## src/rtl/core/kat_pkg.sv

```systemverilog
// ----------------------------------------------------------------------------
// kat_pkg
// Shared types, constants and helpers for the keepalive timeout table.
// ----------------------------------------------------------------------------
package kat_pkg;

    localparam int TABLE_DEPTH = 16;
    localparam int IDX_W       = $clog2(TABLE_DEPTH);
    localparam int PADDR_W     = 3;
    localparam int TICKS_W     = 8;

    localparam logic [IDX_W-1:0]   LAST_IDX      = IDX_W'(TABLE_DEPTH - 1);
    localparam logic [TICKS_W-1:0] TIMEOUT_RESET = 8'd10;
    localparam logic [TICKS_W-1:0] TICKS_MAX     = 8'hFF;

    // register index (paddr word address)
    localparam logic [PADDR_W-3:0] REG_TIMEOUT = 1'b0;

    // commands
    localparam logic [1:0] CMD_TICK   = 2'd0;
    localparam logic [1:0] CMD_ADD    = 2'd1;
    localparam logic [1:0] CMD_REMOVE = 2'd2;
    localparam logic [1:0] CMD_NONE   = 2'd3;

    // result status codes
    localparam logic [2:0] ST_REFRESHED = 3'd0;
    localparam logic [2:0] ST_INSERTED  = 3'd1;
    localparam logic [2:0] ST_FULL      = 3'd2;
    localparam logic [2:0] ST_REMOVED   = 3'd3;
    localparam logic [2:0] ST_NOT_FOUND = 3'd4;
    localparam logic [2:0] ST_EXPIRED   = 3'd5;

    typedef struct packed {
        logic [1:0]  command;
        logic [31:0] link_key;
        logic [7:0]  elem_type;
        logic [31:0] peer_addr;
        logic [15:0] peer_port;
    } t_in_item;

    typedef struct packed {
        logic [2:0]  status;
        logic [31:0] out_key;
        logic [7:0]  out_elem_type;
        logic [31:0] out_addr;
        logic [15:0] out_port;
        logic        last;
    } t_out_item;

    typedef struct packed {
        logic [31:0] key;
        logic [7:0]  etype;
        logic [31:0] addr;
        logic [15:0] port;
    } t_info;

    typedef struct packed {
        logic             rd_en;
        logic [IDX_W-1:0] rd_addr;
        logic             info_we;
        logic             ticks_we;
        logic [IDX_W-1:0] wr_addr;
    } t_store_ctl;

    typedef enum logic [1:0] {
        S_IDLE,
        S_SCAN,
        S_FIN
    } t_state;

    function automatic t_out_item make_status(input logic [2:0] status,
                                              input logic [31:0] key);
        t_out_item r;
        r               = '0;
        r.status        = status;
        r.out_key       = key;
        r.last          = 1'b1;
        return r;
    endfunction

endpackage

```

## src/rtl/core/kat_entry_store.sv

```systemverilog
// ----------------------------------------------------------------------------
// kat_entry_store
// Entry storage: link info memory and tick count memory, one read port and
// one write port each, read data registered.
// ----------------------------------------------------------------------------
module kat_entry_store
    import kat_pkg::*;
(
    input  logic               i_clk,
    input  t_store_ctl         i_ctl,
    input  t_info              i_wr_info,
    input  logic [TICKS_W-1:0] i_wr_ticks,
    output t_info              o_rd_info,
    output logic [TICKS_W-1:0] o_rd_ticks
);

    t_info              r_info_mem  [TABLE_DEPTH];
    logic [TICKS_W-1:0] r_ticks_mem [TABLE_DEPTH];
    t_info              r_rd_info;
    logic [TICKS_W-1:0] r_rd_ticks;

    always_ff @(posedge i_clk) begin
        if (i_ctl.info_we) begin
            r_info_mem[i_ctl.wr_addr] <= i_wr_info;
        end
        if (i_ctl.rd_en) begin
            r_rd_info <= r_info_mem[i_ctl.rd_addr];
        end
    end

    always_ff @(posedge i_clk) begin
        if (i_ctl.ticks_we) begin
            r_ticks_mem[i_ctl.wr_addr] <= i_wr_ticks;
        end
        if (i_ctl.rd_en) begin
            r_rd_ticks <= r_ticks_mem[i_ctl.rd_addr];
        end
    end

    assign o_rd_info  = r_rd_info;
    assign o_rd_ticks = r_rd_ticks;

endmodule

```

## src/rtl/core/keepalive_timeout_table_core.sv

```systemverilog
// ----------------------------------------------------------------------------
// keepalive_timeout_table_core
// Aging table of watched links: add/refresh, remove and tick expiry.
// ----------------------------------------------------------------------------
// Requests enter on i_in_valid/i_in_data and are taken when o_in_stall is low.
// Results leave on o_out_valid/o_out_data and are taken when i_out_stall is
// low; last marks the final result of a request.
// Each request walks all table slots, one per cycle unless the scan pauses,
// through the entry memory (read into registered read data, then modify and
// write back), passing through the states idle (accept), scan and finish. The
// first result of an add or remove appears on the cycle after finish.
// Expiries on a tick are held one deep, so each is issued when the next one
// is found or at the end of the scan.
// o_in_stall is high while a request is in progress. A stalled output holds
// its result; the scan pauses when a further expiry meets a full output.
// Command 3 is accepted and dropped with no result.
// timeout_ticks is set through the APB port at address 0, reset value 10.
// Reset clears all slot valid bits and the control state; no clearing pass.
// ----------------------------------------------------------------------------
module keepalive_timeout_table_core
    import kat_pkg::*;
(
    input  logic               i_clk,
    input  logic               i_rst_n,
    input  logic               i_in_valid,
    input  t_in_item           i_in_data,
    output logic               o_in_stall,
    output logic               o_out_valid,
    output t_out_item          o_out_data,
    input  logic               i_out_stall,
    input  logic               psel,
    input  logic               penable,
    input  logic               pwrite,
    input  logic [PADDR_W-1:0] paddr,
    input  logic [31:0]        pwdata,
    output logic [31:0]        prdata,
    output logic               pready
);

    t_state                  r_state, n_state;
    t_in_item                r_req, n_req;
    logic [IDX_W-1:0]        r_pidx, n_pidx;
    logic                    r_found, n_found;
    logic [IDX_W-1:0]        r_fidx, n_fidx;
    logic                    r_free_found, n_free_found;
    logic [IDX_W-1:0]        r_free_idx, n_free_idx;
    logic                    r_pend, n_pend;
    t_out_item               r_pend_res, n_pend_res;
    logic [TABLE_DEPTH-1:0]  r_valid, n_valid;
    logic                    r_out_valid, n_out_valid;
    t_out_item               r_out, n_out;
    logic [TICKS_W-1:0]      r_timeout;

    t_store_ctl              st_ctl;
    t_info                   wr_info;
    logic [TICKS_W-1:0]      wr_ticks;
    t_info                   rd_info;
    logic [TICKS_W-1:0]      rd_ticks;

    logic                    out_free;
    logic                    cur_valid;
    logic                    expire;
    logic                    key_hit;
    logic                    hold;
    logic                    emit;
    t_out_item               emit_res;

    kat_entry_store u_store (
        .i_clk      (i_clk),
        .i_ctl      (st_ctl),
        .i_wr_info  (wr_info),
        .i_wr_ticks (wr_ticks),
        .o_rd_info  (rd_info),
        .o_rd_ticks (rd_ticks)
    );

    // configuration
    assign pready = 1'b1;
    assign prdata = (paddr[PADDR_W-1:2] == REG_TIMEOUT) ? {24'd0, r_timeout} : 32'd0;

    always_ff @(posedge i_clk) begin
        if (!i_rst_n) begin
            r_timeout <= TIMEOUT_RESET;
        end else if (psel && penable && pwrite && pready &&
                     paddr[PADDR_W-1:2] == REG_TIMEOUT) begin
            r_timeout <= pwdata[TICKS_W-1:0];
        end
    end

    assign o_in_stall  = (r_state != S_IDLE);
    assign o_out_valid = r_out_valid;
    assign o_out_data  = r_out;

    assign out_free  = !r_out_valid || !i_out_stall;
    assign cur_valid = r_valid[r_pidx];
    assign expire    = (rd_ticks >= r_timeout);
    assign key_hit   = cur_valid && (rd_info.key == r_req.link_key);
    assign hold      = (r_req.command == CMD_TICK) && cur_valid && expire &&
                       r_pend && !out_free;

    always_comb begin
        n_state      = r_state;
        n_req        = r_req;
        n_pidx       = r_pidx;
        n_found      = r_found;
        n_fidx       = r_fidx;
        n_free_found = r_free_found;
        n_free_idx   = r_free_idx;
        n_pend       = r_pend;
        n_pend_res   = r_pend_res;
        n_valid      = r_valid;
        st_ctl       = '0;
        wr_info      = '{key: r_req.link_key, etype: r_req.elem_type,
                         addr: r_req.peer_addr, port: r_req.peer_port};
        wr_ticks     = '0;
        emit         = 1'b0;
        emit_res     = r_pend_res;

        unique case (r_state)
            S_IDLE: begin
                if (i_in_valid && i_in_data.command != CMD_NONE) begin
                    n_req          = i_in_data;
                    n_found        = 1'b0;
                    n_free_found   = 1'b0;
                    n_pend         = 1'b0;
                    n_pidx         = '0;
                    st_ctl.rd_en   = 1'b1;
                    st_ctl.rd_addr = '0;
                    n_state        = S_SCAN;
                end
            end
            S_SCAN: begin
                if (!hold) begin
                    case (r_req.command)
                        CMD_TICK: begin
                            if (cur_valid) begin
                                if (expire) begin
                                    if (r_pend) begin
                                        emit          = 1'b1;
                                        emit_res      = r_pend_res;
                                        emit_res.last = 1'b0;
                                    end
                                    n_pend     = 1'b1;
                                    n_pend_res = '{status: ST_EXPIRED,
                                                   out_key: rd_info.key,
                                                   out_elem_type: rd_info.etype,
                                                   out_addr: rd_info.addr,
                                                   out_port: rd_info.port,
                                                   last: 1'b0};
                                    n_valid[r_pidx] = 1'b0;
                                end else begin
                                    st_ctl.ticks_we = 1'b1;
                                    st_ctl.wr_addr  = r_pidx;
                                    wr_ticks = (rd_ticks == TICKS_MAX) ? rd_ticks
                                                                       : rd_ticks + 1'b1;
                                end
                            end
                        end
                        default: begin
                            if (key_hit && !r_found) begin
                                n_found = 1'b1;
                                n_fidx  = r_pidx;
                            end
                            if (!cur_valid && !r_free_found) begin
                                n_free_found = 1'b1;
                                n_free_idx   = r_pidx;
                            end
                        end
                    endcase
                    if (r_pidx == LAST_IDX) begin
                        n_state = S_FIN;
                    end else begin
                        st_ctl.rd_en   = 1'b1;
                        st_ctl.rd_addr = r_pidx + 1'b1;
                        n_pidx         = r_pidx + 1'b1;
                    end
                end
            end
            S_FIN: begin
                if (out_free) begin
                    n_state = S_IDLE;
                    n_pend  = 1'b0;
                    case (r_req.command)
                        CMD_TICK: begin
                            emit          = r_pend;
                            emit_res      = r_pend_res;
                            emit_res.last = 1'b1;
                        end
                        CMD_ADD: begin
                            emit = 1'b1;
                            if (r_found) begin
                                st_ctl.ticks_we = 1'b1;
                                st_ctl.wr_addr  = r_fidx;
                                emit_res = make_status(ST_REFRESHED, r_req.link_key);
                            end else if (r_free_found) begin
                                st_ctl.info_we      = 1'b1;
                                st_ctl.ticks_we     = 1'b1;
                                st_ctl.wr_addr      = r_free_idx;
                                n_valid[r_free_idx] = 1'b1;
                                emit_res = make_status(ST_INSERTED, r_req.link_key);
                            end else begin
                                emit_res = make_status(ST_FULL, r_req.link_key);
                            end
                        end
                        default: begin
                            emit = 1'b1;
                            if (r_found) begin
                                n_valid[r_fidx] = 1'b0;
                                emit_res = make_status(ST_REMOVED, r_req.link_key);
                            end else begin
                                emit_res = make_status(ST_NOT_FOUND, r_req.link_key);
                            end
                        end
                    endcase
                end
            end
            default: begin
                n_state = S_IDLE;
            end
        endcase

        n_out_valid = emit ? 1'b1 : (r_out_valid && i_out_stall);
        n_out       = emit ? emit_res : r_out;
    end

    always_ff @(posedge i_clk) begin
        if (!i_rst_n) begin
            r_state      <= S_IDLE;
            r_found      <= 1'b0;
            r_free_found <= 1'b0;
            r_pend       <= 1'b0;
            r_valid      <= '0;
            r_out_valid  <= 1'b0;
        end else begin
            r_state      <= n_state;
            r_found      <= n_found;
            r_free_found <= n_free_found;
            r_pend       <= n_pend;
            r_valid      <= n_valid;
            r_out_valid  <= n_out_valid;
        end
    end

    always_ff @(posedge i_clk) begin
        r_req      <= n_req;
        r_pidx     <= n_pidx;
        r_fidx     <= n_fidx;
        r_free_idx <= n_free_idx;
        r_pend_res <= n_pend_res;
        r_out      <= n_out;
    end

`ifndef SYNTHESIS
    a_insert_free: assert property (@(posedge i_clk) disable iff (!i_rst_n)
        (r_state == S_FIN && r_req.command == CMD_ADD && !r_found && r_free_found)
            |-> !r_valid[r_free_idx])
        else $error("insert target slot already valid");

    a_found_valid: assert property (@(posedge i_clk) disable iff (!i_rst_n)
        (r_state != S_IDLE && r_found) |-> r_valid[r_fidx])
        else $error("matched slot not valid");

    a_fin_result: assert property (@(posedge i_clk) disable iff (!i_rst_n)
        (r_state == S_FIN && r_req.command != CMD_TICK && out_free)
            |=> (o_out_valid && o_out_data.last))
        else $error("add/remove finished without a final result");

    a_idle_no_pend: assert property (@(posedge i_clk) disable iff (!i_rst_n)
        (r_state == S_IDLE) |-> !r_pend)
        else $error("expiry left pending at idle");
`endif

endmodule

```

## config.mk

```make
export PLATFORM = sky130hd
export DESIGN_NAME = keepalive_timeout_table_core
export DESIGN_NICKNAME = d
export VERILOG_FILES = /design/src/rtl/core/kat_pkg.sv /design/src/rtl/core/kat_entry_store.sv /design/src/rtl/core/keepalive_timeout_table_core.sv
export SDC_FILE = /design/constraint.sdc
export NUM_CORES = 2
export LEC_CHECK = 0
export ABC_AREA = 1
export BUFFER_PORTS_ARGS = -buffer_cell sky130_fd_sc_hd__buf_4
export CAP_MARGIN = 20
export CORE_ASPECT_RATIO = 0.5
export CORE_MARGIN = 2
export CORE_UTILIZATION = 45
export DETAILED_ROUTE_END_ITERATION = 16
export MAX_ROUTING_LAYER = met4
export SLEW_MARGIN = 10
export SYNTH_ARGS = -nofsm -noshare
export SYNTH_HDL_FRONTEND = slang
export SYNTH_SLANG_ARGS = --single-unit
```

## constraint.sdc

```tcl
create_clock -name i_clk -period 13.47 [get_ports i_clk]
set_input_delay 3.3675 -clock i_clk [delete_from_list [all_inputs] [get_ports i_clk]]
set_output_delay 3.3675 -clock i_clk [all_outputs]
set_load 0.01 [all_outputs]
```

Word level (Yosys, flattened, before mapping)
Memories as Yosys holds them, arrays and structs flattened. A register that Yosys moved wholly into a read port is not among the register bits.
Cells that the tools add are included.
{"block": "totals", "ff_bits": 312, "ram_bits": 1536, "output_inout_bits": 127, "memories": 2}
{"memory": "u_store.r_info_mem", "depth": 16, "word_bits": 88, "read_ports": 1, "rd_ports_with_merged_regs": 1, "wr": 1, "line": "kat_entry_store.sv:17", "text": "t_info r_info_mem [TABLE_DEPTH];"}
{"memory": "u_store.r_ticks_mem", "depth": 16, "word_bits": 8, "read_ports": 1, "rd_ports_with_merged_regs": 1, "wr": 1, "line": "kat_entry_store.sv:18", "text": "logic [TICKS_W-1:0] r_ticks_mem [TABLE_DEPTH];"}
{"block": "op_classes", "add_sub_neg": 2, "n_lt_le_gt_ge": 7, "eq_ne": 22, "n_mux": 83, "n_bitwise": 8, "reduce_logical": 39}
{"cell": "$mux 92", "n": 2}
{"cell": "$pmux 92 s2", "n": 1}
{"cell": "$mux 89", "n": 2}
{"cell": "$mux 16", "n": 8}
{"cell": "$mux 91", "n": 1}
{"cell": "$pmux 16 s2", "n": 2}
{"cell": "$mux 8", "n": 7}
{"cell": "$mux 5", "n": 8}
{"cell": "$and 16x16->16", "n": 2}
{"cell": "$eq 32x32->1", "n": 1}
{"cell": "$not 16->16", "n": 2}
{"cell": "$mux 1", "n": 30}
{"cell": "$ne 2x2->1 const B", "n": 13}
{"cell": "$pmux 5 s2", "n": 2}
{"cell": "$mux 6", "n": 3}
{"cell": "$or 16x16->16", "n": 1}
{"cell": "$reduce_and 4->1", "n": 4}
{"cell": "$logic_and 1x1->1", "n": 15}
{"cell": "$lt 4x5->1 const B", "n": 3}
{"cell": "$reduce_and 5->1", "n": 3}
{"cell": "$demux 1 s4", "n": 3}
{"cell": "$ge 4x1->1 const B", "n": 3}
{"cell": "$mux 4", "n": 3}
{"cell": "$reduce_and 10->1", "n": 1}
{"cell": "23 further kinds", "n": 41}

Logic depth before layout (Yosys ltp)
{"block": "depth", "word_depth": 11, "mapped_depth": 19}

Modules after synthesis
Synthesis repeated with hierarchy kept, for this count alone.
{"block": "unflattened", "cells_unflattened": 7526, "hier_area_um2": 81762.2}
{"module": "kat_entry_store", "n_inst": 1, "cells_per_inst": 6336, "area_per_inst_um2": 68617.1, "seq_area_each_um2": 49007.0}
{"module": "keepalive_timeout_table_core", "n_inst": 1, "cells_per_inst": 1190, "area_per_inst_um2": 13145.1, "seq_area_each_um2": 9068.7}

Least setup slack after synthesis
Ideal clock, no wire load.
{"block": "synth_path", "path_type": "in2reg", "start": "in i_out_stall", "end": "reg r_out, in the netlist o_out_data[0] (enable)", "setup_ps": 446, "arrival_time_ps": 11958, "required_ps": 13024, "slack_ps": 1066, "stages": 7, "path_buffers": 0, "path_cell_list": "nand2_1 nor3_1 nor3_1 o21ai_0 o21ai_0 nand2_1 inv_1"}
{"block": "synth_via", "elab_chain_cells": 6, "elab_cells_between_ends": 7, "classes_between": "3 x mux; 4 x reduce/logical"}
{"element": "start, declared", "line": "keepalive_timeout_table_core.sv:30", "text": "input logic i_out_stall,"}
{"element": "$logic_not 1->1 (*)", "line": "keepalive_timeout_table_core.sv:94", "text": "assign out_free = !r_out_valid || !i_out_stall;"}
{"element": "$logic_or 1x1->1 (*)", "line": "keepalive_timeout_table_core.sv:94"}
{"element": "$logic_not 1->1", "line": "keepalive_timeout_table_core.sv:99", "text": "r_pend && !out_free;"}
{"element": "$logic_and 1x1->1", "line": "keepalive_timeout_table_core.sv:99"}
{"element": "$mux 1", "line": "keepalive_timeout_table_core.sv:133", "text": "if (!hold) begin"}
{"element": "$pmux 1 s2 (*)", "line": "keepalive_timeout_table_core.sv:119", "text": "unique case (r_state)"}
{"element": "named net emit", "line": "keepalive_timeout_table_core.sv:65", "text": "logic emit;"}
{"element": "end signal, assigned", "line": "keepalive_timeout_table_core.sv:250", "text": "r_out <= n_out;"}
{"element": "end, declared", "line": "keepalive_timeout_table_core.sv:51", "text": "t_out_item r_out, n_out;"}
The timed path passes the listed nets; every way through them passes the cells marked *.
A chain may end at the register's enable or synchronous reset.

Final worst setup path
{"block": "layout_path", "start": "in i_out_stall", "end": "reg u_store.o_rd_info[37] (netlist name)"}
{"block": "layout_via", "elab_chain_cells": 6}
{"element": "$logic_not 1->1", "line": "keepalive_timeout_table_core.sv:94"}
{"element": "$logic_or 1x1->1", "line": "keepalive_timeout_table_core.sv:94"}
{"element": "$logic_not 1->1", "line": "keepalive_timeout_table_core.sv:99"}
{"element": "$logic_and 1x1->1", "line": "keepalive_timeout_table_core.sv:99"}
{"element": "$mux 5", "line": "keepalive_timeout_table_core.sv:133"}
{"element": "$pmux 5 s2", "line": "keepalive_timeout_table_core.sv:119"}
No other way between the ends.

==> summary.txt <==
Place
  – Final Wtd Congestion: 0.878
  – DP HPWL: 101000 um
  – Port bufs: 207
  – Placed Instance Area: 88400 um2

Clock network
  – Clk slew on worst S/H paths: 0.06 ns
  – Setup bufs post-CTS: 0
  – PostCTS Resize Cnt: 0
  – CTS Buf Count: 184
  – Clk_lat worst skew: 0.84 ns
  – Post-CTS Hold Fix Bufs: 0
  – Clock sinks: 1944
  – Clock root buffer: clkbuf_16
  – CTS tree: yes
  – Clock Path Buffers: 4
  – H-tree depth: 4

Yosys
  – Leading area contributor after synthesis: edfxtp_1
  – Post-synth EDFFs: 1914
  – Yosys warning count: 0
  – Area contributors post-synth: edfxtp_1, nand3_1, inv_1
  – Syn Std Cell Area: 85000 um2
  – Mapped Cells: 7807
  – Async S/R FF share, synth: 0%
  – Synthesized flop and latch total: 1944
  – Synth top area share: 67.6%
  – Synth cell types: 40
  – Syn avg cell area: 10.9 um2
  – Top_reg_cell synth: edfxtp_1
  – Register area share after synthesis: 68.4%

Setup path
  – Arr. time, crit path: 8.48 ns
  – Worst Path Max Fanout: 150
  – CP peak stage delay: 1.09 ns
  – R2R depth: 13
  – Critical Path RT: 14.03 ns
  – Worst path slowest cell: nand3_4
  – Crit. End Element: flip-flop
  – Critical path type: primary input to flip-flop
  – Worst Setup Start Kind: primary input
  – R2r setup slk: 7.32 ns
  – Reg2reg end: u_store.o_rd_info[37]
  – Reg2reg start: u_store.o_rd_ticks[5]
  – Critical path, cell by cell: buf_4 > nand2_1 > nor3_1 > nand3_4 > nand3_4 > buf_12 > buf_4 > nand2_1 > nand3_1 > nand3_1 > nand3_1 > nand2_1

Floorplanning
  – Initial Utilization: 45.4%
  – Die Area: 193000 um2
  – Core area: 187000 um2
  – DIE HEIGHT: 311 um
  – Num rows: 112
  – Chip width: 618 um
  – IO Count: 259

STA
  – Post-route minimum period: 7.92 ns
  – Total negative slack: 0 ns
  – Clk_skew: 0.0575 ns
  – Slew @ Worst Pin: 1.19 ns
  – Rel. slew slack: 20.7%
  – Endpoints failing setup: 0
  – Final Hold Viols: 0
  – Slew Limit Fails: 0
  – RSZ-0062 raised after global routing: false
  – Fmax: 126 MHz
  – Fin crit share: 58.8%

Global routing
  – Tot GR Track Use: 23.5%
  – Initial antenna violation count: 0
  – Total gr overflow: 0
  – Number of global-route vias before repair: 53423
  – Largest net degree at the start of global routing: 151
  – First-pass GRT wire length: 333000 um

Layout
  – Fill cell total of the finished layout: 16222
  – Layout cell share with drive strength beyond 1: 7.57%
  – Area grow syn2layout: 10.7%
  – Area of the multi-input gates: 18200 um2
  – Final net count: 7923
  – # diodes: 0
  – Register area: 58100 um2
  – Final core area utilization: 50.3%
  – Final instance area: 94000 um2

Drt
  – Drt total wl: 224000 um
  – DRC viols: 0
  – Iteration-0 DRC Markers: 5810
  – Per-cell routed wire length: 21.5 um
  – TritonRoute pass-1 iters: 5
  – Final ANT Viol Nets: 0
  – Vias per inst: 5.44
  – Vias post-DR: 56694

Flow run
  – Max-Cap Viols: 0

Worst hold path
  – Hold Crit Endpoint: r_pend_res[52]
  – Hold path cells: 0
  – Min-delay src: u_store.o_rd_info[51]
  – Min-delay worst type: flip-flop to flip-flop

Power
  – Pwr dens: 185 nW/um2
  – Maximum VDD drop: 0.000227 V
  – Leak: 0.0383 uW

Outcome
  – Status: finished, final reports clean
cell families (layout without fill, tap and decap cells):
family / after synthesis / count (layout) / synth area share (%)
other cells: 2 / 25 / 0.00884
flops: 1944 / 1944 / 68.4
buf+inv: 2255 / 2333 / 10.5
compound gates: 192 / 192 / 1.21
mux: 9 / 9 / 0.119
simple gates: 3374 / 3374 / 19.4
xor+xnor: 14 / 14 / 0.144
fa+ha+maj: 17 / 17 / 0.250
through the flow:
step                      worst slack, ns  total power [uW]  hold WS, ns  cells
after floorplan                      1.07             10900        0.400   7830
after global placement               4.82             12300        0.402  10094
after detailed placement             4.83             12400        0.405  10094
after CTS                            5.69             17400        0.417  10414
after global routing                 5.22             18100        0.412  10416
final                                5.55             17400        0.417  10416
sequential cells by signal (all words and copies together) (netlist names), 2 cells and up:
name                 flops
r_pend_res              88
r_req                   90
r_pidx                   4
r_valid                 16
u_store.o_rd_ticks       8
u_store.r_info_mem    1408
r_state                  2
r_timeout                8
o_out_data              92
u_store.r_ticks_mem    128
r_fidx                   4
r_free_idx               4
u_store.o_rd_info       88
area by class of cell:
type,count,area share (%)
clock inverters,96,0.910
clock buffers,224,5.12
well taps,2508,3.34
inverters,1714,6.88
flip-flops and latches,1944,61.8
repair buffers,299,2.65
multi-input cells,3631,19.4
worst max-delay path: cells and delay by family:
kind / cells / cell delay [ns]
AND/OR/NAND/NOR: 9 / 3.30
buffers and inverters: 3 / 1.48
cells in the final DEF, fill, tap and decap left out, types with 5 or more instances in the layout:
cell | synthesis | layout
edfxtp_1 | 1914 | 1914
inv_1 | 1706 | 1703
nand3_1 | 1374 | 1373
nand2_1 | 997 | 996
nand4_1 | 780 | 780
buf_4 | 35 | 278
clkbuf_16 | 0 | 187
nor2_1 | 162 | 160
a21oi_1 | 98 | 98
o21ai_0 | 65 | 64
clkinv_1 | 1 | 44
clkbuf_1 | 223 | 37
dfxtp_1 | 30 | 30
clkinv_2 | 0 | 29
conb_1 | 2 | 25
buf_12 | 0 | 20
nor3_2 | 1 | 17
ha_1 | 17 | 16
bufinv_16 | 0 | 16
nor3_1 | 30 | 13
or2_2 | 10 | 10
mux2_2 | 9 | 9
xnor2_1 | 8 | 8
nor4_1 | 7 | 7
a211oi_1 | 6 | 6
xor2_1 | 6 | 6
inv_2 | 7 | 5
inv_6 | 0 | 5
o22ai_1 | 5 | 5
a31oi_1 | 5 | 5
worst max path at each step:
stage	startpoint	slack (ns)	to
finish	i_out_stall	5.55	u_store.o_rd_info[37]
global placement	i_out_stall	4.82	u_store.o_rd_info[37]
CTS	i_out_stall	5.69	u_store.o_rd_info[37]
global route	i_out_stall	5.22	u_store.o_rd_info[32]
floorplan	i_out_stall	1.07	o_out_data[0]
detailed placement	i_out_stall	4.83	u_store.o_rd_info[37]
synth_stat cells, types with 6 or more instances:
cell,instances
buf_4,35
edfxtp_1,1914
dfxtp_1,30
nand2_1,997
nand3_1,1374
clkbuf_1,223
a211oi_1,6
mux2_2,9
nand4_1,780
a21oi_1,98
inv_2,7
nor2_1,162
nor4_1,7
xnor2_1,8
o21ai_0,65
buf_2,243
ha_1,17
inv_1,1706
buf_1,35
or2_2,10
xor2_1,6
nor3_1,30
where the power goes:
part           internal, uW  switching [uW]  total (uW)
Sequential             7270             363        7630
Combinational          1230            3440        4670
Clock                  2840            2220        5060
per-layer routing:
metal  track usage, %  wire length [um]  up-vias
li1                 -                 -    26487
met1             32.2             98300    27717
met2             37.0            104000     2101
met3             3.10             16100      389
met4             6.30              5550        0
met5                -                 0        -
Power figures use the tool's default switching activity.
